<file path="config.mk">
export PLATFORM = sky130hd
export DESIGN_NAME = source_text_tokenizer_flat
export DESIGN_NICKNAME = d
export VERILOG_FILES = /design/src/rtl/stt_pkg.sv /design/src/rtl/stt_chan_if.sv /design/src/rtl/stt_scan.sv /design/src/rtl/stt_outq.sv /design/src/rtl/source_text_tokenizer.sv /design/src/flat_wrapper.sv
export SDC_FILE = /design/constraint.sdc
export NUM_CORES = 1
export LEC_CHECK = 0
export ABC_AREA = 1
export ABC_CLOCK_PERIOD_IN_PS = 20700
export BUFFER_PORTS_ARGS = -buffer_cell sky130_fd_sc_hd__buf_2
export CORE_MARGIN = 2
export CORE_UTILIZATION = 35
export DETAILED_ROUTE_END_ITERATION = 10
export SETUP_SLACK_MARGIN = 0.1
export SYNTH_ARGS = -nofsm -noshare
export SYNTH_HDL_FRONTEND = slang
export SYNTH_SLANG_ARGS = --single-unit
export TNS_END_PERCENT = 50
</file>
<file path="constraint.sdc">
create_clock -name clk -period 20.7 [get_ports clk]
set_clock_uncertainty 0.15 [all_clocks]
set_input_delay 1.035 -clock clk [delete_from_list [all_inputs] [get_ports clk]]
set_output_delay 1.035 -clock clk [all_outputs]
set_load 0.05 [all_outputs]
</file>
<file path="src/rtl/stt_pkg.sv">
// ----------------------------------------------------------------------------
// stt_pkg
// Shared types, token kind codes, character codes and keyword tables for the
// source text tokenizer.
// ----------------------------------------------------------------------------
package stt_pkg;

  // scanner modes
  typedef enum logic [5:0] {
    MODE_IDLE    = 6'b000001,
    MODE_IDENT   = 6'b000010,
    MODE_NUMBER  = 6'b000100,
    MODE_SLASH   = 6'b001000,
    MODE_COMMENT = 6'b010000,
    MODE_OP      = 6'b100000
  } stt_mode_t;

  // token kinds
  localparam logic [4:0] K_EOF     = 5'd0;
  localparam logic [4:0] K_IDENT   = 5'd1;
  localparam logic [4:0] K_INT     = 5'd2;
  localparam logic [4:0] K_IF      = 5'd3;
  localparam logic [4:0] K_DIV     = 5'd9;
  localparam logic [4:0] K_PLUS    = 5'd10;
  localparam logic [4:0] K_MINUS   = 5'd11;
  localparam logic [4:0] K_STAR    = 5'd12;
  localparam logic [4:0] K_PCT     = 5'd13;
  localparam logic [4:0] K_LBRACE  = 5'd14;
  localparam logic [4:0] K_RBRACE  = 5'd15;
  localparam logic [4:0] K_LPAREN  = 5'd16;
  localparam logic [4:0] K_RPAREN  = 5'd17;
  localparam logic [4:0] K_COMMA   = 5'd18;
  localparam logic [4:0] K_AMP     = 5'd19;
  localparam logic [4:0] K_QUEST   = 5'd20;
  localparam logic [4:0] K_NOT     = 5'd21;
  localparam logic [4:0] K_UNKNOWN = 5'd29;

  // character codes
  localparam logic [7:0] CH_SPACE = 8'h20;
  localparam logic [7:0] CH_NL    = 8'h0A;
  localparam logic [7:0] CH_SLASH = 8'h2F;
  localparam logic [7:0] CH_EQ    = 8'h3D;
  localparam logic [7:0] CH_BANG  = 8'h21;
  localparam logic [7:0] CH_GT    = 8'h3E;
  localparam logic [7:0] CH_LT    = 8'h3C;

  // pending two-character operator codes
  localparam logic [1:0] POP_BANG = 2'd0;
  localparam logic [1:0] POP_EQ   = 2'd1;
  localparam logic [1:0] POP_GT   = 2'd2;
  localparam logic [1:0] POP_LT   = 2'd3;

  // keywords: if else while break int bool
  localparam int KW_NUM = 6;
  localparam logic [7:0] KW_TEXT [KW_NUM][8] = '{
    '{0: "i", 1: "f", default: 8'h00},
    '{0: "e", 1: "l", 2: "s", 3: "e", default: 8'h00},
    '{0: "w", 1: "h", 2: "i", 3: "l", 4: "e", default: 8'h00},
    '{0: "b", 1: "r", 2: "e", 3: "a", 4: "k", default: 8'h00},
    '{0: "i", 1: "n", 2: "t", default: 8'h00},
    '{0: "b", 1: "o", 2: "o", 3: "l", default: 8'h00}
  };
  localparam logic [2:0] KW_LEN [KW_NUM] = '{3'd2, 3'd4, 3'd5, 3'd5, 3'd3, 3'd4};

  // one token as it leaves the block
  typedef struct packed {
    logic [4:0]  kind;
    logic [15:0] row;
    logic [15:0] col;
    logic [7:0]  len;
    logic        last;
  } stt_tok_t;

  // single-character operator lookup result
  typedef struct packed {
    logic       hit;
    logic [4:0] kind;
  } stt_op_t;

  // two-character operator lookup result
  typedef struct packed {
    logic       hit;
    logic [1:0] idx;
  } stt_pair_t;

  function automatic logic is_letter(logic [7:0] c);
    return (c >= "a" && c <= "z") || (c >= "A" && c <= "Z") || c == "_";
  endfunction

  function automatic logic is_digit(logic [7:0] c);
    return c >= "0" && c <= "9";
  endfunction

  // keywords that still agree with character c at position pos
  function automatic logic [KW_NUM-1:0] kw_match(logic [7:0] c, logic [2:0] pos);
    logic [KW_NUM-1:0] m;
    for (int k = 0; k < KW_NUM; k++) begin
      m[k] = (pos < KW_LEN[k]) && (KW_TEXT[k][pos] == c);
    end
    return m;
  endfunction

  // identifier kind from the live keyword mask and a short length
  function automatic logic [4:0] kw_kind(logic [KW_NUM-1:0] alive, logic [2:0] len);
    logic [4:0] kind;
    kind = K_IDENT;
    for (int k = 0; k < KW_NUM; k++) begin
      if (alive[k] && len == KW_LEN[k]) kind = K_IF + 5'(k);
    end
    return kind;
  endfunction

  function automatic stt_op_t single_op(logic [7:0] c);
    stt_op_t r;
    r.hit = 1'b1;
    case (c)
      "+":     r.kind = K_PLUS;
      "-":     r.kind = K_MINUS;
      "*":     r.kind = K_STAR;
      "%":     r.kind = K_PCT;
      "{":     r.kind = K_LBRACE;
      "}":     r.kind = K_RBRACE;
      "(":     r.kind = K_LPAREN;
      ")":     r.kind = K_RPAREN;
      ",":     r.kind = K_COMMA;
      "&":     r.kind = K_AMP;
      "?":     r.kind = K_QUEST;
      default: begin
        r.hit  = 1'b0;
        r.kind = K_UNKNOWN;
      end
    endcase
    return r;
  endfunction

  function automatic stt_pair_t pair_op(logic [7:0] c);
    stt_pair_t r;
    r.hit = 1'b1;
    case (c)
      CH_BANG: r.idx = POP_BANG;
      CH_EQ:   r.idx = POP_EQ;
      CH_GT:   r.idx = POP_GT;
      CH_LT:   r.idx = POP_LT;
      default: begin
        r.hit = 1'b0;
        r.idx = POP_BANG;
      end
    endcase
    return r;
  endfunction

endpackage

</file>
<file path="src/rtl/stt_chan_if.sv">
// ----------------------------------------------------------------------------
// stt_in_if / stt_out_if
// Valid/ready channels of the tokenizer: source characters in, tokens out.
// ----------------------------------------------------------------------------
interface stt_in_if;
  logic       valid;
  logic       ready;
  logic [7:0] ch;
  logic       has_char;
  logic       end_of_text;

  modport source (output valid, ch, has_char, end_of_text, input ready);
  modport sink   (input valid, ch, has_char, end_of_text, output ready);
endinterface

interface stt_out_if;
  logic        valid;
  logic        ready;
  logic [4:0]  token_kind;
  logic [15:0] start_row;
  logic [15:0] start_col;
  logic [7:0]  token_length;
  logic        last_of_run;

  modport source (output valid, token_kind, start_row, start_col, token_length,
                  last_of_run, input ready);
  modport sink   (input valid, token_kind, start_row, start_col, token_length,
                  last_of_run, output ready);
endinterface

</file>
<file path="src/rtl/stt_scan.sv">
// ----------------------------------------------------------------------------
// stt_scan
// Scanner state and the combinational step: takes one character word and gives
// up to three ordered tokens (pending flush, new token, eof).
// ----------------------------------------------------------------------------
module stt_scan #(
  parameter int MAX_TOKEN_LEN = 255,
  parameter int POS_BITS      = 16
) (
  input  logic             clk,
  input  logic             rst_n,
  input  logic             acc,
  input  logic [7:0]       ch,
  input  logic             has_char,
  input  logic             end_of_text,
  output stt_pkg::stt_tok_t res [3],
  output logic [1:0]       n_res
);
  import stt_pkg::*;

  localparam int LEN_W = $clog2(MAX_TOKEN_LEN + 1);
  localparam logic [POS_BITS-1:0] POS_MAX = '1;
  localparam logic [POS_BITS-1:0] POS_ONE = POS_BITS'(1);
  localparam logic [LEN_W-1:0]    LEN_MAX = LEN_W'(MAX_TOKEN_LEN);
  localparam logic [LEN_W-1:0]    LEN_ONE = LEN_W'(1);
  localparam logic [LEN_W-1:0]    LEN_TWO = LEN_W'(2);

  stt_mode_t             mode_r, mode_mid, mode_nxt;
  logic [POS_BITS-1:0]   row_r, row_mid, row_nxt;
  logic [POS_BITS-1:0]   col_r, col_mid, col_nxt;
  logic [POS_BITS-1:0]   trow_r, trow_mid, trow_nxt;
  logic [POS_BITS-1:0]   tcol_r, tcol_mid, tcol_nxt;
  logic [LEN_W-1:0]      tlen_r, tlen_mid, tlen_nxt;
  logic [KW_NUM-1:0]     alive_r, alive_mid, alive_nxt;
  logic [1:0]            pop_r, pop_mid, pop_nxt;

  logic [POS_BITS-1:0]   row_inc, col_inc;
  logic [LEN_W-1:0]      len_inc;
  logic                  c_letter, c_digit;
  stt_op_t               sgl;
  stt_pair_t             pr;
  logic                  len_short_r, len_short_mid;
  logic [KW_NUM-1:0]     kw_hit_cur, kw_hit_first;
  logic [4:0]            ident_kind_r, ident_kind_mid;
  logic                  rescan;
  logic                  a_vld, b_vld, c_vld, m_vld;
  logic [4:0]            a_kind, b_kind, c_kind;
  logic [LEN_W-1:0]      a_len, c_len;
  stt_tok_t              ra, rm, re;

  // clamp a position to the 16-bit report field
  function automatic logic [15:0] pos_out(logic [POS_BITS-1:0] v);
    logic [31:0] w;
    w = 32'(v);
    return (w > 32'h0000_FFFF) ? 16'hFFFF : w[15:0];
  endfunction

  // clamp a length to the 8-bit report field
  function automatic logic [7:0] len_out(logic [LEN_W-1:0] v);
    logic [15:0] w;
    w = 16'(v);
    return (w > 16'd255) ? 8'hFF : w[7:0];
  endfunction

  // saturating counters and character classes
  assign row_inc  = (row_r == POS_MAX) ? row_r : row_r + POS_ONE;
  assign col_inc  = (col_r == POS_MAX) ? col_r : col_r + POS_ONE;
  assign len_inc  = (tlen_r >= LEN_MAX) ? LEN_MAX : tlen_r + LEN_ONE;
  assign c_letter = is_letter(ch);
  assign c_digit  = is_digit(ch);
  assign sgl      = single_op(ch);
  assign pr       = pair_op(ch);

  // keyword tracking
  assign len_short_r    = (tlen_r >> 3) == '0;
  assign len_short_mid  = (tlen_mid >> 3) == '0;
  assign kw_hit_cur     = len_short_r ? kw_match(ch, tlen_r[2:0]) : '0;
  assign kw_hit_first   = kw_match(ch, 3'd0);
  assign ident_kind_r   = len_short_r ? kw_kind(alive_r, tlen_r[2:0]) : K_IDENT;
  assign ident_kind_mid = len_short_mid ? kw_kind(alive_mid, tlen_mid[2:0]) : K_IDENT;

  // character step: pending token first, then rescan in idle mode
  always_comb begin
    mode_mid  = mode_r;
    row_mid   = row_r;
    col_mid   = col_r;
    trow_mid  = trow_r;
    tcol_mid  = tcol_r;
    tlen_mid  = tlen_r;
    alive_mid = alive_r;
    pop_mid   = pop_r;
    rescan    = 1'b0;
    a_vld     = 1'b0;
    a_kind    = K_EOF;
    a_len     = LEN_ONE;
    b_vld     = 1'b0;
    b_kind    = K_EOF;
    if (has_char) begin
      case (mode_r)
        MODE_IDLE: rescan = 1'b1;
        MODE_IDENT: begin
          if (c_letter || c_digit) begin
            alive_mid = alive_r & kw_hit_cur;
            tlen_mid  = len_inc;
            col_mid   = col_inc;
          end else begin
            a_vld  = 1'b1;
            a_kind = ident_kind_r;
            a_len  = tlen_r;
            rescan = 1'b1;
          end
        end
        MODE_NUMBER: begin
          if (c_digit) begin
            tlen_mid = len_inc;
            col_mid  = col_inc;
          end else begin
            a_vld  = 1'b1;
            a_kind = K_INT;
            a_len  = tlen_r;
            rescan = 1'b1;
          end
        end
        MODE_SLASH: begin
          if (ch == CH_SLASH) begin
            col_mid  = col_inc;
            mode_mid = MODE_COMMENT;
          end else begin
            a_vld  = 1'b1;
            a_kind = K_DIV;
            rescan = 1'b1;
          end
        end
        MODE_COMMENT: begin
          if (ch == CH_NL) begin
            row_mid  = row_inc;
            col_mid  = POS_ONE;
            mode_mid = MODE_IDLE;
          end else begin
            col_mid = col_inc;
          end
        end
        MODE_OP: begin
          if (ch == CH_EQ) begin
            col_mid  = col_inc;
            a_vld    = 1'b1;
            a_kind   = K_NOT + {2'b00, pop_r, 1'b1};
            a_len    = LEN_TWO;
            mode_mid = MODE_IDLE;
          end else begin
            a_vld  = 1'b1;
            a_kind = K_NOT + {2'b00, pop_r, 1'b0};
            rescan = 1'b1;
          end
        end
        default: rescan = 1'b1;
      endcase

      if (rescan) begin
        mode_mid = MODE_IDLE;
        if (ch == CH_SPACE) begin
          col_mid = col_inc;
        end else if (ch == CH_NL) begin
          row_mid = row_inc;
          col_mid = POS_ONE;
        end else begin
          trow_mid = row_r;
          tcol_mid = col_r;
          tlen_mid = LEN_ONE;
          col_mid  = col_inc;
          if (ch == CH_SLASH) begin
            mode_mid = MODE_SLASH;
          end else if (c_letter) begin
            alive_mid = kw_hit_first;
            mode_mid  = MODE_IDENT;
          end else if (c_digit) begin
            mode_mid = MODE_NUMBER;
          end else if (sgl.hit) begin
            b_vld  = 1'b1;
            b_kind = sgl.kind;
          end else if (pr.hit) begin
            pop_mid  = pr.idx;
            mode_mid = MODE_OP;
          end else begin
            b_vld  = 1'b1;
            b_kind = K_UNKNOWN;
          end
        end
      end
    end
  end

  // end of text: flush what is still pending, then return to reset values
  always_comb begin
    c_vld  = 1'b0;
    c_kind = K_EOF;
    c_len  = LEN_ONE;
    case (mode_mid)
      MODE_IDENT: begin
        c_vld  = end_of_text;
        c_kind = ident_kind_mid;
        c_len  = tlen_mid;
      end
      MODE_NUMBER: begin
        c_vld  = end_of_text;
        c_kind = K_INT;
        c_len  = tlen_mid;
      end
      MODE_SLASH: begin
        c_vld  = end_of_text;
        c_kind = K_DIV;
      end
      MODE_OP: begin
        c_vld  = end_of_text;
        c_kind = K_NOT + {2'b00, pop_mid, 1'b0};
      end
      default: c_vld = 1'b0;
    endcase

    if (end_of_text) begin
      mode_nxt  = MODE_IDLE;
      row_nxt   = POS_ONE;
      col_nxt   = POS_ONE;
      trow_nxt  = POS_ONE;
      tcol_nxt  = POS_ONE;
      tlen_nxt  = '0;
      alive_nxt = '1;
      pop_nxt   = POP_BANG;
    end else begin
      mode_nxt  = mode_mid;
      row_nxt   = row_mid;
      col_nxt   = col_mid;
      trow_nxt  = trow_mid;
      tcol_nxt  = tcol_mid;
      tlen_nxt  = tlen_mid;
      alive_nxt = alive_mid;
      pop_nxt   = pop_mid;
    end
  end

  // candidate tokens in emission order
  assign m_vld = b_vld || c_vld;

  always_comb begin
    ra.kind = a_kind;
    ra.row  = pos_out(trow_r);
    ra.col  = pos_out(tcol_r);
    ra.len  = len_out(a_len);
    ra.last = !m_vld && !end_of_text;

    if (b_vld) begin
      rm.kind = b_kind;
      rm.row  = pos_out(row_r);
      rm.col  = pos_out(col_r);
      rm.len  = len_out(LEN_ONE);
    end else begin
      rm.kind = c_kind;
      rm.row  = pos_out(trow_mid);
      rm.col  = pos_out(tcol_mid);
      rm.len  = len_out(c_len);
    end
    rm.last = !end_of_text;

    re.kind = K_EOF;
    re.row  = pos_out(trow_mid);
    re.col  = pos_out(tcol_mid);
    re.len  = 8'd0;
    re.last = 1'b1;
  end

  // pack the valid candidates to the front
  always_comb begin
    res[0] = a_vld ? ra : (m_vld ? rm : re);
    res[1] = a_vld ? (m_vld ? rm : re) : re;
    res[2] = re;
    n_res  = {1'b0, a_vld} + {1'b0, m_vld} + {1'b0, end_of_text};
  end

  // scanner state
  always_ff @(posedge clk) begin
    if (!rst_n) begin
      mode_r  <= MODE_IDLE;
      row_r   <= POS_ONE;
      col_r   <= POS_ONE;
      trow_r  <= POS_ONE;
      tcol_r  <= POS_ONE;
      tlen_r  <= '0;
      alive_r <= '1;
      pop_r   <= POP_BANG;
    end else if (acc) begin
      mode_r  <= mode_nxt;
      row_r   <= row_nxt;
      col_r   <= col_nxt;
      trow_r  <= trow_nxt;
      tcol_r  <= tcol_nxt;
      tlen_r  <= tlen_nxt;
      alive_r <= alive_nxt;
      pop_r   <= pop_nxt;
    end
  end

`ifndef SYNTH
  // end of text leaves the scanner at the start of a fresh text
  a_end_resets: assert property (@(posedge clk) disable iff (!rst_n)
    (acc && end_of_text) |=>
      (mode_r == MODE_IDLE && row_r == POS_ONE && col_r == POS_ONE && tlen_r == '0))
    else $error("scanner state not cleared after end of text");

  // end of text always yields at least the eof token
  a_end_gives_eof: assert property (@(posedge clk) disable iff (!rst_n)
    (acc && end_of_text) |-> (n_res != 2'd0 && res[n_res - 2'd1].kind == K_EOF))
    else $error("end of text without eof token");

  // a new token and an end-of-text flush never come from the same word
  a_mid_exclusive: assert property (@(posedge clk) disable iff (!rst_n)
    acc |-> !(b_vld && c_vld))
    else $error("new token and flush in one word");
`endif

endmodule

</file>
<file path="src/rtl/stt_outq.sv">
// ----------------------------------------------------------------------------
// stt_outq
// Four-entry token queue between the scanner and the result channel. Takes
// up to three tokens per word and gives one per cycle while the channel is ready.
// ----------------------------------------------------------------------------
module stt_outq (
  input  logic              clk,
  input  logic              rst_n,
  input  logic              push,
  input  stt_pkg::stt_tok_t res [3],
  input  logic [1:0]        n_res,
  output logic              in_ready,
  stt_out_if.source         out_chan
);
  import stt_pkg::*;

  localparam int QDEPTH = 4;

  stt_tok_t    q_r   [QDEPTH];
  stt_tok_t    q_nxt [QDEPTH];
  logic [2:0]  count_r, count_nxt;
  logic [2:0]  rem;
  logic        pop;
  logic [1:0]  tail_idx;

  // head of queue drives the channel
  assign out_chan.valid        = count_r != 3'd0;
  assign out_chan.token_kind   = q_r[0].kind;
  assign out_chan.start_row    = q_r[0].row;
  assign out_chan.start_col    = q_r[0].col;
  assign out_chan.token_length = q_r[0].len;
  assign out_chan.last_of_run  = q_r[0].last;

  assign pop      = out_chan.valid && out_chan.ready;
  assign rem      = count_r - {2'b00, pop};
  assign in_ready = count_r <= 3'd1;
  assign tail_idx = 2'(count_r - 3'd1);

  // shift out the head, append the new run behind what remains
  always_comb begin
    logic [2:0] j;
    for (int i = 0; i < QDEPTH; i++) begin
      q_nxt[i] = q_r[i];
      j = 3'(i) - rem;
      if (3'(i) < rem) begin
        q_nxt[i] = q_r[2'(i) + {1'b0, pop}];
      end else if (push && j < {1'b0, n_res}) begin
        q_nxt[i] = res[j[1:0]];
      end
    end
    count_nxt = rem + (push ? {1'b0, n_res} : 3'd0);
  end

  // queue storage
  always_ff @(posedge clk) begin
    for (int i = 0; i < QDEPTH; i++) begin
      q_r[i] <= q_nxt[i];
    end
  end

  // fill count
  always_ff @(posedge clk) begin
    if (!rst_n) begin
      count_r <= 3'd0;
    end else begin
      count_r <= count_nxt;
    end
  end

`ifndef SYNTH
  // fill never passes the depth
  a_no_overflow: assert property (@(posedge clk) disable iff (!rst_n)
    count_r <= 3'(QDEPTH))
    else $error("token queue overflow");

  // whole runs only: the newest entry closes its run
  a_tail_closes_run: assert property (@(posedge clk) disable iff (!rst_n)
    (count_r != 3'd0) |-> q_r[tail_idx].last)
    else $error("token queue holds a partial run");

  // a push lands on room for the largest run
  a_push_room: assert property (@(posedge clk) disable iff (!rst_n)
    push |-> (rem + {1'b0, n_res} <= 3'(QDEPTH)))
    else $error("push without room");
`endif

endmodule

</file>
<file path="src/rtl/source_text_tokenizer.sv">
// ----------------------------------------------------------------------------
// source_text_tokenizer
// Streaming tokenizer: one source character per word in, one token per word
// out, with kind, start row and column, and length.
// ----------------------------------------------------------------------------
// Each input word is scanned combinationally and its tokens (none, or up to
// three: a flushed pending token, a new one-character token and EOF) go into
// a four-entry result queue that drains one token per cycle while the output
// is ready. The input is ready whenever the queue holds at most one token, so
// a stream whose words each give at most one token runs at one character per
// cycle while the output is ready, even with a token waiting there; the queue
// drain rate is what sets the sustained rate. Tokens are registered in the
// queue and reach the output in order, after any tokens already waiting.
module source_text_tokenizer #(
  parameter int MAX_TOKEN_LEN = 255,
  parameter int POS_BITS      = 16
) (
  input  logic      clk,
  input  logic      rst_n,
  stt_in_if.sink    in_chan,
  stt_out_if.source out_chan
);
  import stt_pkg::*;

  logic      acc;
  logic      in_ready;
  stt_tok_t  res [3];
  logic [1:0] n_res;

  // input handshake
  assign in_chan.ready = in_ready;
  assign acc           = in_chan.valid && in_ready;

  // character scanner
  stt_scan #(
    .MAX_TOKEN_LEN (MAX_TOKEN_LEN),
    .POS_BITS      (POS_BITS)
  ) u_scan (
    .clk         (clk),
    .rst_n       (rst_n),
    .acc         (acc),
    .ch          (in_chan.ch),
    .has_char    (in_chan.has_char),
    .end_of_text (in_chan.end_of_text),
    .res         (res),
    .n_res       (n_res)
  );

  // token queue
  stt_outq u_outq (
    .clk      (clk),
    .rst_n    (rst_n),
    .push     (acc),
    .res      (res),
    .n_res    (n_res),
    .in_ready (in_ready),
    .out_chan (out_chan)
  );

endmodule
</file>
<file path="src/flat_wrapper.sv">
// flat-port wrapper written by rule: the top's interface ports become plain ports
module source_text_tokenizer_flat import stt_pkg::*;
#(
  parameter int MAX_TOKEN_LEN = 255,
  parameter int POS_BITS      = 16
)
  (clk, rst_n, in_chan_valid, in_chan_ch, in_chan_has_char, in_chan_end_of_text, in_chan_ready, out_chan_valid, out_chan_token_kind, out_chan_start_row, out_chan_start_col, out_chan_token_length, out_chan_last_of_run, out_chan_ready);
  stt_in_if in_chan_i ();
  stt_out_if out_chan_i ();
  input  logic clk;
  input  logic rst_n;
  input wire logic [$bits(in_chan_i.valid)-1:0] in_chan_valid;
  input wire logic [$bits(in_chan_i.ch)-1:0] in_chan_ch;
  input wire logic [$bits(in_chan_i.has_char)-1:0] in_chan_has_char;
  input wire logic [$bits(in_chan_i.end_of_text)-1:0] in_chan_end_of_text;
  output wire logic [$bits(in_chan_i.ready)-1:0] in_chan_ready;
  output wire logic [$bits(out_chan_i.valid)-1:0] out_chan_valid;
  output wire logic [$bits(out_chan_i.token_kind)-1:0] out_chan_token_kind;
  output wire logic [$bits(out_chan_i.start_row)-1:0] out_chan_start_row;
  output wire logic [$bits(out_chan_i.start_col)-1:0] out_chan_start_col;
  output wire logic [$bits(out_chan_i.token_length)-1:0] out_chan_token_length;
  output wire logic [$bits(out_chan_i.last_of_run)-1:0] out_chan_last_of_run;
  input wire logic [$bits(out_chan_i.ready)-1:0] out_chan_ready;
  assign in_chan_i.valid = in_chan_valid;
  assign in_chan_i.ch = in_chan_ch;
  assign in_chan_i.has_char = in_chan_has_char;
  assign in_chan_i.end_of_text = in_chan_end_of_text;
  assign in_chan_ready = in_chan_i.ready;
  assign out_chan_valid = out_chan_i.valid;
  assign out_chan_token_kind = out_chan_i.token_kind;
  assign out_chan_start_row = out_chan_i.start_row;
  assign out_chan_start_col = out_chan_i.start_col;
  assign out_chan_token_length = out_chan_i.token_length;
  assign out_chan_last_of_run = out_chan_i.last_of_run;
  assign out_chan_i.ready = out_chan_ready;
  source_text_tokenizer #(.MAX_TOKEN_LEN(MAX_TOKEN_LEN), .POS_BITS(POS_BITS)) u_core (.clk(clk), .rst_n(rst_n), .in_chan(in_chan_i), .out_chan(out_chan_i));
endmodule
</file>
Word level (Yosys, flattened, before mapping)
Memories as Yosys holds them, arrays and structs flattened.
Index checks and enable logic that the tools add are counted.

operators by class
  add/subtract/negate cells = 17
  $lt $le $gt $ge = 25
  equality and inequality tests = 55
  muxes and demuxes = 167
  bitwise gates (word level) = 6
  reductions and logical operators = 45

operator list
  cell                   number
  $mux 46                19
  $mux 16                28
  $bmux 46 s2            4
  $mux 8                 24
  $mux 6                 23
  $eq 8x6->1 const B     15
  $mux 5                 24
  $pmux 16 s5            1
  $pmux 5 s11            1
  $eq 8x8->1             6
  $mux 45                1
  $pmux 5 s4             2
  $add 16x1->16 const B  2
  $eq 16x16->1 const B   2
  $eq 7x8->1 const A     4
  $mux 2                 15
  $logic_and 1x1->1      28
  $eq 8x7->1 const B     3
  $pmux 8 s3             1
  $mux 1                 18
  $pmux 6 s3             1
  $ge 8x7->1 const B     2
  $le 8x7->1 const B     2
  $logic_not 8->1        2
  49 further kinds       87

word-level totals
  register bits = 89
  RAM bits = 184
  memory bits (read-only) = 384
  output and inout port bits = 48
  logic and storage cells = 331
  memories = 7

memories
  memory             words  bits a word  read ports  clocked after memory_dff  wr ports  line            source
  u_core.u_outq.q_r  4      46           5           0                         4         stt_outq.sv:19  stt_tok_t q_r [QDEPTH];
  (no name shown)    8      8            1           0                         0         stt_pkg.sv:98   m[k] = (pos < KW_LEN[k]) && (KW_TEXT[k][pos] == c);
  (no name shown)    8      8            1           0                         0         stt_pkg.sv:98
  (no name shown)    8      8            1           0                         0         stt_pkg.sv:98
  (no name shown)    8      8            1           0                         0         stt_pkg.sv:98
  (no name shown)    8      8            1           0                         0         stt_pkg.sv:98
  1 more memories    n/a    n/a          n/a         n/a                       n/a       n/a

Depth between registers and ports, before layout
Gate-level depths: netlist (run 1).

  word-level depth = 33
  gate-level depth with buffers = 26

Cells and area by module
Synthesis (run 1) repeated with hierarchy kept, for this count alone.

unflattened totals
  cells, all modules = 3213
  area, all modules = 20394.6 um^2

modules (own cells, without submodules)
  module                 times used  cells an instance  area each (um^2)
  stt_outq               1           1813               12338.1
  stt_scan               1           1398               8049.0
  source_text_tokenizer  1           2                  7.5

Worst setup path before layout (run 1)
No wires, ideal clock.

  path type = register to register
  start = reg u_core.u_outq.count_r[2]
  end = mem u_core.u_outq.q_r[3][0] (netlist bit) (enable)
  library setup time = 0.576 ns
  arrival = 8.328 ns
  data required time = 19.974 ns
  slack = 11.646 ns
  stages on the path, launching flop included = 14
  period minus slack after synthesis = 9.054 ns
  cells stage by stage = dfxtp_1 -> nor2_1 -> nand2_1 -> nand2_1 -> clkinv_1 -> clkbuf_1 -> clkbuf_1 -> ha_1 -> ha_1 -> or2_2 -> nand2_1 -> inv_1 -> clkbuf_1 -> o41ai_1

RTL lines
  item                      line            source
  start: declaration        stt_outq.sv:21  logic [2:0] count_r, count_nxt;
  start signal: assignment  stt_outq.sv:66  count_r <= count_nxt;
  end: declaration          stt_outq.sv:19

==> metrics.md, run 1 <==
| Metric | Value |
|---|---|
| Leftover overflow at the end of global routing | 0 |
| Worst slack, placed | 14640 ps |
| Required arrival time at the worst endpoint | 20830 ps |
| Critical Path AT | 5940 ps |
| Worst hold path cell count | 2 |
| Number of top-level design ports | 62 |
| Overall die width | 230.4 um |
| Vias in the first global route | 16440 |
| Placer congestion estimate | around 0.94 |
| Clock insertion delay at the later pin of the skew report | roughly 600 ps |
| Net count of the finished layout | 2463 |
| FF-to-FF setup slack | 14890 ps |
| Number of flops mapped to enable cells by yosys | 184 |
| Tightest Pin Transition | 1035 ps |
| Net count after synthesis | 2488 |
| Inserted Clock Buffers | 31 |
| Count of synthesis-stage warnings from yosys | 0 |
| Setup Total Neg Slack | 0 ps |
| PostCTS Resize Cnt | 0 |
| Die Area | between 50000 and 60000 um^2 |
| Setup repair after global routing missed its margin | no |
| Peak clock frequency supported by timing | approximately 170 MHz |
| Number of DRC markers after the initial detailed-route iteration | 1893 |
| Post-CTS setup buffers | 0 |
| Routed via count | 17400 |
| Critical path start-end classification | reg2reg |
| # port buffers | 61 |
| Post-layout min period | 5811 ps |
| CTS tree | built |
| Combined flip-flop and latch cell area | 7307 um^2 |
| Number of maximum-capacitance violations | 0 |
| Post-DR vias/cell | 5.576 |
| Remaining design rule violation count | 0 |
| Clk Tree Root Cell | sky130_fd_sc_hd__clkbuf_16 |
| Drt wl/cell | 19.40 um |
| Share of final-layout standard cells stronger than drive strength 1 | 0.1017 |
| Seq/Total Area, Yosys | 0.4074 |
| All-Layer GR Usage | 0.2219 |
| Synth unique cells | 54 |
| DP HPWL | 39.54 mm |
| Rel. slew slack | 0.2924 |
| Maximum level of the CTS H-tree | 1 |
| Standard cell area after detailed placement | 18750 um^2 |
| LEAKAGE | 7.721 nW |
| Post-CTS Hold Buffers | 0 |
| Pin count of the biggest net entering global routing | 91 |
| Area used by multi-input combinational logic | 9126 um^2 |
| Maximum buffer depth of the clock tree | 3 |
| Total count of hold-check failures in the final report | 0 |
| Total routed wirelength | 60.54 mm |
| CP Capture Type | flip-flop |
| Clock slew at the register clock pins of the worst setup and hold paths | 70 ps |
| Most frequently used flop master after synthesis | sky130_fd_sc_hd__edfxtp_1 |
| Core Box Area | 50380 um^2 |
| Depth of the most critical reg-to-reg path | 12 |
| Worst min-delay path class | reg2reg |
| Number of antenna violations at the first check in global routing | 2 |
| Count of mapped cells out of synthesis | around 2400 |
| Power per unit of standard cell area | around 180 nW/um^2 |
| TritonRoute pass-1 iters | 6 |
| Final Worst Setup Slack | between 10000 and 15000 ps |
| Num rows | 82 |
| Worst ir drop on vdd | 0.0002051 V |
| Mean area per synthesized cell | roughly 7.3 um^2 |
| Share of async-settable or async-resettable flops after synthesis | 0 |
| TritonCTS Sinks | 273 |
| Starting density of the core | 0.3561 |
| Launching element type of the critical path | flip-flop |
| Fillers | ~5200 |
| Final number of setup-violating endpoints | 0 |
| Y dimension of the die | 230.4 um |
| Mapped cell area | 17940 um^2 |
| Global-route wire length before repair | 93.92 mm |
| Layout Cell Area excl Fill | 19750 um^2 |
| Count of final max-slew check failures | 0 |
| Worst Path Max Fanout | 90 |
| Share of the cycle needed by the critical path after routing | 0.2807 |
| Seq cells post-synth | approximately 270 |
| Layout-stage area growth over the synthesis result | 10.11% |
| Final antenna-violating net count | 0 |
| Outcome | finished clean |
[report_power, final]
part	internal [mW]	total [mW]	switching, mW
Combinational	0.468	1.90	1.43
Clock	0.314	0.554	0.239
Sequential	0.966	1.07	0.106
[through the flow]
step	power, mW	utilization	hold WS, ps	cells
2_1_floorplan	2.354	-	293.0	2448
3_3_place_gp	2.911	0.3722	312.8	3062
3_5_place_dp	2.944	0.3722	321.2	3062
4_1_cts	3.502	0.3920	331.2	3120
5_1_grt	3.715	0.3920	339.6	3120
6_report	3.528	0.3921	329.8	3121
[metal layers]
layer,part of all wire,up-vias,GRT usage
met5,0.00021,-,0
met4,0.022,2,0.06431
met3,0.089,97,0.04064
met2,0.44,839,0.3449
met1,0.45,8135,0.3140
li1,-,8329,-
[area by class of cell]
class / count / share of cell area
clock inverter: 16 / 0.006905
clock buffer: 42 / 0.04352
tap: 672 / 0.04257
sequential: 273 / 0.3700
timing repair buffer: 85 / 0.02458
multi-input combinational: 1772 / 0.4621
inverter: 260 / 0.05024
antenna: 1 / 0.0001267
[synthesized netlist by cell type (all sizes together), types with 2 or more instances]
library cell | count | area share
o22ai | 22 | 0.0077
o221ai | 51 | 0.025
nand4 | 18 | 0.0071
nand3 | 149 | 0.044
xnor2 | 2 | 0.00098
dfxtp | 89 | 0.099
a22oi | 2 | 0.00084
a21oi | 214 | 0.060
fa | 2 | 0.0022
clkbuf | 114 | 0.024
clkinv | 5 | 0.0010
a221oi | 3 | 0.0015
nor3 | 22 | 0.0061
buf | 29 | 0.0089
a31oi | 4 | 0.0014
or2 | 20 | 0.0070
a22o | 32 | 0.016
o211ai | 67 | 0.028
xor2 | 23 | 0.011
o41ai | 2 | 0.00098
ha | 24 | 0.017
nand2 | 588 | 0.13
nor2 | 248 | 0.056
o21ai | 257 | 0.074
o2111ai | 3 | 0.0015
o311ai | 2 | 0.00098
a211oi | 2 | 0.00084
edfxtp | 184 | 0.31
inv | 254 | 0.053
nor4 | 7 | 0.0024
[critical path, stage by stage, from the launching register on]
cell	delay, ps
sky130_fd_sc_hd__dfxtp_1	320
sky130_fd_sc_hd__nor2_1	270
sky130_fd_sc_hd__nand2_1	270
sky130_fd_sc_hd__nand2_4	550
sky130_fd_sc_hd__inv_2	120
sky130_fd_sc_hd__ha_4	980
sky130_fd_sc_hd__inv_2	550
sky130_fd_sc_hd__ha_1	460
sky130_fd_sc_hd__clkinv_1	70
sky130_fd_sc_hd__buf_4	420
sky130_fd_sc_hd__nor2_1	270
sky130_fd_sc_hd__inv_2	800
sky130_fd_sc_hd__o21ai_0	240
[cells by family (layout without fill, tap and decap cells)]
logic type      count (synthesis)  count (layout)  synth area share
compound gates                667             667            0.2213
xor+xnor                       25              25           0.01221
fa+ha+maj                      26              26           0.01897
buf+inv                       403             403           0.08810
flops                         273             273            0.4074
mux                             1               1         0.0005581
other cells                     0               1                 0
simple gates                 1053            1053            0.2515
[placed cells by master, fill, tap and decap left out, types with 51 or more instances in the layout]
master / instances
sky130_fd_sc_hd__edfxtp_1: 184
sky130_fd_sc_hd__nor2_1: 225
sky130_fd_sc_hd__o211ai_1: 67
sky130_fd_sc_hd__o221ai_1: 51
sky130_fd_sc_hd__inv_1: 241
sky130_fd_sc_hd__nand3_1: 142
sky130_fd_sc_hd__nand2_1: 557
sky130_fd_sc_hd__buf_2: 61
sky130_fd_sc_hd__dfxtp_1: 89
sky130_fd_sc_hd__a21oi_1: 213
sky130_fd_sc_hd__o21ai_0: 230
[flip-flops by register name, indices dropped and copies added, names as in the netlist]
register               count
u_core.u_scan.pop_r        2
u_core.u_scan.tlen_r       8
u_core.u_outq.q_r        184
u_core.u_scan.trow_r      16
u_core.u_scan.row_r       16
u_core.u_scan.col_r       16
u_core.u_scan.tcol_r      16
u_core.u_scan.mode_r       6
u_core.u_scan.alive_r      6
u_core.u_outq.count_r      3
[final timing paths]
check / start / to
max reg2reg: u_core.u_outq.count_r[2] / u_core.u_outq.q_r[2][8]
max: u_core.u_outq.count_r[2] / u_core.u_outq.q_r[2][8]
min reg2reg: u_core.u_scan.trow_r[13] / u_core.u_scan.trow_r[13]
min: u_core.u_scan.trow_r[13] / u_core.u_scan.trow_r[13]
No activity file was read; power rests on OpenSTA's default activity.
==> run 2: changes to the inputs <==
- ABC_CLOCK_PERIOD_IN_PS: 20700 -> 5800
- clock period: 20.7 -> 5.8 ns (I/O delays scaled with it)
==> run 2 against run 1 <==
Sequential cell count stayed put. Total power grew to 3.6 times the previous value. Largest power group unchanged. Clock power grew to 3.3 times the previous value. Die area stayed put. Worst setup slack worse by 14000 ps. Register-to-register slack worse by 14000 ps. Critical endpoint is now u_core.u_outq.q_r[0][9]. Critical path depth is 9 higher. Routed wire length is 0.29% higher.
==> metrics.md, run 2 (same netlist as run 1, synthesis figures left out) <==
| Metric | Value |
|---|---|
| Inserted Clock Buffers | 31 |
| Power per unit of standard cell area | 637.4 nW/um^2 |
| Startpoint of the worst-slack reg-to-reg timing path | u_core.u_scan.mode_r[5] |
| Core Box Area | around 50000 um^2 |
| Placer congestion estimate | 0.9062 |
| Number of flip-flops under the largest register name | 184 |
| Leftover overflow at the end of global routing | 0 |
| Num rows | between 80 and 90 |
| Post-CTS setup buffers | 0 |
| Final std cells w/o fill | 3129 |
| Sequence of cells on the critical path | nor2_2, nand4_1, nand2_1, inv_1, nand2_1, nand3_2, nand2_1, nand3_1, nand2_1, nor2_1, nand2_2, nand2_2, o21ai_1, nand2_2, fa_1, inv_1, ha_1, a21oi_1, nand3_1, o22ai_4, buf_12 |
| Number of antenna violations at the first check in global routing | 0 |
| Maximum level of the CTS H-tree | 1 |
| Total count of hold-check failures in the final report | 0 |
| Clk Tree Root Cell | sky130_fd_sc_hd__clkbuf_16 |
| Number of maximum-capacitance violations | 0 |
| Critical path's most frequent cell | sky130_fd_sc_hd__nand2_1 |
| Vias in the first global route | 16330 |
| DP HPWL | about 40 mm |
| Final antenna-violating net count | 0 |
| Maximum buffer depth of the clock tree | 3 |
| Diodes inserted | 0 |
| Share of final-layout standard cells stronger than drive strength 1 | 0.1013 |
| Pin count of the biggest net entering global routing | 82 |
| Drt wl/cell | 19.41 um |
| Post-DR vias/cell | 5.593 |
| Count of final max-slew check failures | 0 |
| Remaining design rule violation count | 0 |
| Worst Path Max Fanout | 18 |
| Placed Instances | 3072 |
| Depth of the most critical reg-to-reg path | 21 |
| Post-layout min period | 4826 ps |
| Fillers | a little over 5000 |
| Peak clock frequency supported by timing | approximately 210 MHz |
| Required arrival time at the worst endpoint | 5930 ps |
| Worst min-delay path class | in2reg |
| Setup repair after global routing missed its margin | no |
| Top cell family by delay on the critical path | simple AND/OR/NAND/NOR gates |
| # port buffers | 61 |
| Rel. slew slack | 0.2405 |
| Routed via count | 17500 |
| Number of top-level design ports | 62 |
| Die Area | 53070 um^2 |
| Hold Crit Start | in_chan_end_of_text |
| TritonRoute pass-1 iters | 6 |
| Final number of setup-violating endpoints | 0 |
| Number of DRC markers after the initial detailed-route iteration | between 2000 and 2500 |
| Overall die width | 230.4 um |
| Clock slew at the register clock pins of the worst setup and hold paths | 60 ps |
| Share of the cycle needed by the critical path after routing | 0.8320 |
| Layout-stage area growth over the synthesis result | 10.40% |
| Standard cell area after detailed placement | 18890 um^2 |
| Tightest Pin Transition | roughly 1100 ps |
| Outcome | finished clean |
| Highest cell delay on the worst timing path | 610 ps |
| Worst hold margin | between 150 and 200 ps |
| CP Capture Type | flip-flop |
| Net count of the finished layout | 2474 |
| Clock insertion delay at the later pin of the skew report | around 580 ps |
| Min-Delay Endpoint | u_core.u_scan.row_r[6] |
| Worst ir drop on vdd | ~0.00035 V |
| Commonest non-fill, non-tap cells in the layout | 557 x sky130_fd_sc_hd__nand2_1, 243 x sky130_fd_sc_hd__inv_1, 230 x sky130_fd_sc_hd__o21ai_0 |
| Y dimension of the die | between 200 and 250 um |
| All-Layer GR Usage | 0.2204 |
| Launching element type of the critical path | flip-flop |
| LEAKAGE | roughly 7.7 nW |
| Worst hold path cell count | 4 |
| Crit Reg-Reg Endpoint | u_core.u_outq.q_r[0][9] |
| Worst path bufs/invs | 3 |
| Standard cell with the maximum stage delay on the critical path | sky130_fd_sc_hd__o22ai_4 |
| TritonCTS Sinks | approximately 270 |
| Global-route wire length before repair | 93.36 mm |
| Starting density of the core | 0.3561 |
| Core utilization of the finished layout | 0.3931 |
| Biggest register | u_core.u_outq.q_r |
| Leading cell type in the layout, fill and taps excluded | sky130_fd_sc_hd__nand2_1 |
| Layout Cell Area excl Fill | between 15000 and 20000 um^2 |
| Critical path start-end classification | reg2reg |
| FF-to-FF setup slack | 970 ps |
| Critical Path AT | 4950 ps |
| Total routed wirelength | around 61 mm |
| CTS tree | built |
## run 2: stage by stage
stage | setup WS, ps | TNS (ps) | power, mW
global route | 524.3 | 0 | 13.28
CTS | 958.3 | 0 | 12.53
detailed placement | 796.8 | 0 | 10.71
finish | 974.3 | 0 | 12.62
floorplan | -90.73 | -4173 | 8.371
global placement | 806.9 | 0 | 10.63
## run 2: worst max path at each step
stage | cells past startpoint | start | slack [ps] | endpoint
finish | 21 | u_core.u_scan.mode_r[5] | 970 | u_core.u_outq.q_r[0][9]
global route | 21 | u_core.u_scan.mode_r[5] | 520 | u_core.u_outq.q_r[0][22]
CTS | 21 | u_core.u_scan.mode_r[5] | 960 | u_core.u_outq.q_r[0][22]
detailed placement | 23 | in_chan_ch[3] | 800 | u_core.u_outq.q_r[0][19]
global placement | 23 | in_chan_ch[3] | 810 | u_core.u_outq.q_r[0][13]
floorplan | 16 | u_core.u_outq.count_r[2] | -90 | u_core.u_outq.q_r[0][0]
## run 2: repair_timing
action                                  CTS  global route
endpoints found under the setup margin    0             0
hold buffers                              1             0
endpoints found under the hold margin     8             0
resized for setup                         0             0
## run 2: where the power goes
group / internal (mW) / leakage, nW / switching (mW)
clock network: 0.995 / 0.434 / 0.820
logic: 1.79 / 4.86 / 5.21
registers: 3.44 / 2.45 / 0.369
total: 6.23 / 7.74 / 6.40
## run 2: cell type report
cell class,count,area (um^2),share of cell area
multi-input cells,1772,9140,0.4616
flip-flops and latches,273,7307,0.3690
inverters,260,992.2,0.05010
well taps,672,840.8,0.04246
clock buffers,44,834.6,0.04214
repair buffers,96,620.6,0.03134
clock inverters,12,67.56,0.003412
## run 2: routing by layer
metal | track usage | part of all wire | vias to the layer above
li1 | - | - | 8351
met3 | 0.02964 | 0.082 | 129
met4 | 0.06694 | 0.025 | 0
met1 | 0.3071 | 0.44 | 8141
met5 | 0 | 0 | -
met2 | 0.3552 | 0.45 | 881
## run 2: worst register-to-register path: stages (launching register included)
cell	delay [ps]
sky130_fd_sc_hd__dfxtp_1	350
sky130_fd_sc_hd__nor2_2	210
sky130_fd_sc_hd__nand4_1	190
sky130_fd_sc_hd__nand2_1	180
sky130_fd_sc_hd__inv_1	80
sky130_fd_sc_hd__nand2_1	110
sky130_fd_sc_hd__nand3_2	330
sky130_fd_sc_hd__nand2_1	170
sky130_fd_sc_hd__nand3_1	80
sky130_fd_sc_hd__nand2_1	170
sky130_fd_sc_hd__nor2_1	80
sky130_fd_sc_hd__nand2_2	100
sky130_fd_sc_hd__nand2_2	80
sky130_fd_sc_hd__o21ai_1	160
sky130_fd_sc_hd__nand2_2	110
sky130_fd_sc_hd__fa_1	400
sky130_fd_sc_hd__inv_1	160
sky130_fd_sc_hd__ha_1	260
sky130_fd_sc_hd__a21oi_1	140
sky130_fd_sc_hd__nand3_1	130
sky130_fd_sc_hd__o22ai_4	610
sky130_fd_sc_hd__buf_12	270
==> run 3: changes to the inputs <==
- ABC_CLOCK_PERIOD_IN_PS: 5800 -> 4700
- clock period: 5.8 -> 4.7 ns (I/O delays scaled with it)
==> run 3 against run 2 <==
Critical endpoint is now u_core.u_outq.q_r[2][38]. Sequential share of layout area fell by 0.72 points. First-iteration DRC count fell by 7.8%. Total power rose by 28%. Global-route usage rose by 0.63 points.
==> metrics.md, run 3 (same netlist as run 1, synthesis figures left out) <==
| Metric | Value |
|---|---|
| Outcome | finished clean |
| Count of final max-slew check failures | 0 |
| Starting density of the core | 0.3561 |
| Num rows | 82 |
| Peak clock frequency supported by timing | 234.8 MHz |
| Post-DR vias/cell | 5.627 |
| Leftover overflow at the end of global routing | 0 |
| Worst ir drop on vdd | 0.0005643 V |
| Power per unit of standard cell area | 801.0 nW/um^2 |
| All-Layer GR Usage | 0.2267 |
| Clock insertion delay at the later pin of the skew report | between 500 and 600 ps |
| Remaining design rule violation count | 0 |
| Total routed wirelength | 61.76 mm |
| Final antenna-violating net count | 0 |
| Rel. slew slack | 0.3797 |
| Critical path start-end classification | reg2reg |
| Depth of the most critical reg-to-reg path | 20 |
| Final Power | 16.18 mW |
| Routed via count | 17660 |
| Number of antenna violations at the first check in global routing | 1 |
| CTS tree | built |
| Worst slack, placed | between 300 and 400 ps |
| Overall die width | roughly 230 um |
| CP Capture Type | flip-flop |
| Y dimension of the die | roughly 230 um |
| Setup repair after global routing missed its margin | no |
| Tightest Pin Transition | 930.5 ps |
| PostCTS Resize Cnt | 0 |
| Commonest non-fill, non-tap cells in the layout | 547 x sky130_fd_sc_hd__nand2_1, 236 x sky130_fd_sc_hd__inv_1, 230 x sky130_fd_sc_hd__o21ai_0 |
| Final Worst Setup Slack | 440.5 ps |
| Core Box Area | 50380 um^2 |
| Inserted Clock Buffers | 31 |
| Worst hold path cell count | 3 |
| Worst Path Max Fanout | 23 |
| Vias in the first global route | 16790 |
| Clock slew at the register clock pins of the worst setup and hold paths | about 60 ps |
| Post-layout min period | 4259 ps |
| Final number of setup-violating endpoints | 0 |
| Global-route wire length before repair | 95.68 mm |
| # port buffers | just over 60 |
| LEAKAGE | 7.900 nW |
| Maximum level of the CTS H-tree | 1 |
| Critical Path AT | 4380 ps |
| Global Route met2 Usage | 0.3749 |
| Number of DRC markers after the initial detailed-route iteration | 1919 |
| Number of top-level design ports | 62 |
| Required arrival time at the worst endpoint | 4820 ps |
| Die Area | roughly 53000 um^2 |
| Placer congestion estimate | 0.9742 |
| Number of maximum-capacitance violations | 0 |
| Total count of hold-check failures in the final report | 0 |
| Pin count of the biggest net entering global routing | 83 |
| Share of the cycle needed by the critical path after routing | 0.9063 |
| Layout-stage area growth over the synthesis result | 12.61% |
| Launching element type of the critical path | flip-flop |
| Net count of the finished layout | 2480 |
| Global route hottest layer | met2 |
| Setup Total Neg Slack | 0 ps |
| TritonCTS Sinks | roughly 270 |
| Met1 track demand over resource | 0.3124 |
| Leading cell type in the layout, fill and taps excluded | sky130_fd_sc_hd__nand2_1 |
| TritonRoute pass-1 iters | 8 |
| Worst min-delay path class | in2reg |
| Drt wl/cell | roughly 20 um |
| Maximum buffer depth of the clock tree | 3 |
| DP HPWL | 40.33 mm |
| Clk Tree Root Cell | sky130_fd_sc_hd__clkbuf_16 |
| Number of flip-flops under the largest register name | 184 |
| Share of final-layout standard cells stronger than drive strength 1 | 0.1185 |
| Biggest register | u_core.u_outq.q_r |
| GR Layer Usage met3 | 0.02989 |
[run 3: worst max-delay path, stage by stage (launching register included)]
cell and delay, ps:
sky130_fd_sc_hd__dfxtp_1 360, sky130_fd_sc_hd__nor2_1 150, sky130_fd_sc_hd__nand4_1 220, sky130_fd_sc_hd__nand2_2 190, sky130_fd_sc_hd__inv_2 60, sky130_fd_sc_hd__nand2_2 80
sky130_fd_sc_hd__nand3_2 320, sky130_fd_sc_hd__nand2_1 170, sky130_fd_sc_hd__nand3_1 90, sky130_fd_sc_hd__nand2_2 150, sky130_fd_sc_hd__nor2_4 50, sky130_fd_sc_hd__nand3_2 100
sky130_fd_sc_hd__nand2_2 90, sky130_fd_sc_hd__o21ai_2 140, sky130_fd_sc_hd__nand2_2 110, sky130_fd_sc_hd__fa_2 610, sky130_fd_sc_hd__nand2_1 80, sky130_fd_sc_hd__a21oi_1 190
sky130_fd_sc_hd__nand3_1 140, sky130_fd_sc_hd__o21ai_4 220, sky130_fd_sc_hd__buf_12 270
[run 3: path summary, 6_finish.rpt]
| path | slack (ps) | from | to |
|---|---|---|---|
| worst min register to register | 330 | u_core.u_scan.trow_r[13] | u_core.u_scan.trow_r[13] |
| worst min-delay path | 100 | in_chan_end_of_text | u_core.u_scan.alive_r[0] |
| worst max-delay path | 440 | u_core.u_scan.mode_r[2] | u_core.u_outq.q_r[2][38] |
| worst max register to register | 440 | u_core.u_scan.mode_r[2] | u_core.u_outq.q_r[2][38] |
[run 3: per-layer routing]
metal | up-vias | share of wire
met5 | - | 0
met4 | 0 | 0.024
met3 | 120 | 0.079
met2 | 807 | 0.46
met1 | 8361 | 0.44
li1 | 8370 | -
[run 3: power by group]
group / internal [mW] / leakage (nW) / switching, mW
registers: 4.24 / 2.45 / 0.468
clock network: 1.66 / 0.553 / 1.08
logic: 2.27 / 4.90 / 6.46
[run 3: final cells by class]
class / instances / area (um^2)
diodes: 1 / 2.502
well taps: 672 / 840.8
repair buffers: 102 / 678.2
multi-input cells: 1772 / 9233
fillers: 5095 / 30180
inverters: 260 / 998.5
clock buffers: 37 / 838.3
flip-flops and latches: 273 / 7308
clock inverters: 21 / 300.3
[run 3: per-stage QoR]
stage | std cells | util | area (um^2) | hold WS, ps
after global placement | 3078 | 0.3781 | 19050 | 313.9
after CTS | 3137 | 0.4009 | 20200 | 88.12
final | 3138 | 0.4010 | 20200 | 102.0
after floorplan | 2448 | - | 18120 | 284.6
after detailed placement | 3078 | 0.3781 | 19050 | 321.7
after global routing | 3137 | 0.4009 | 20200 | 153.8
[run 3: repair_timing]
item,in CTS,in global routing
hold buffers,1,0
hold endpoints to repair,9,0
setup buffers,0,0
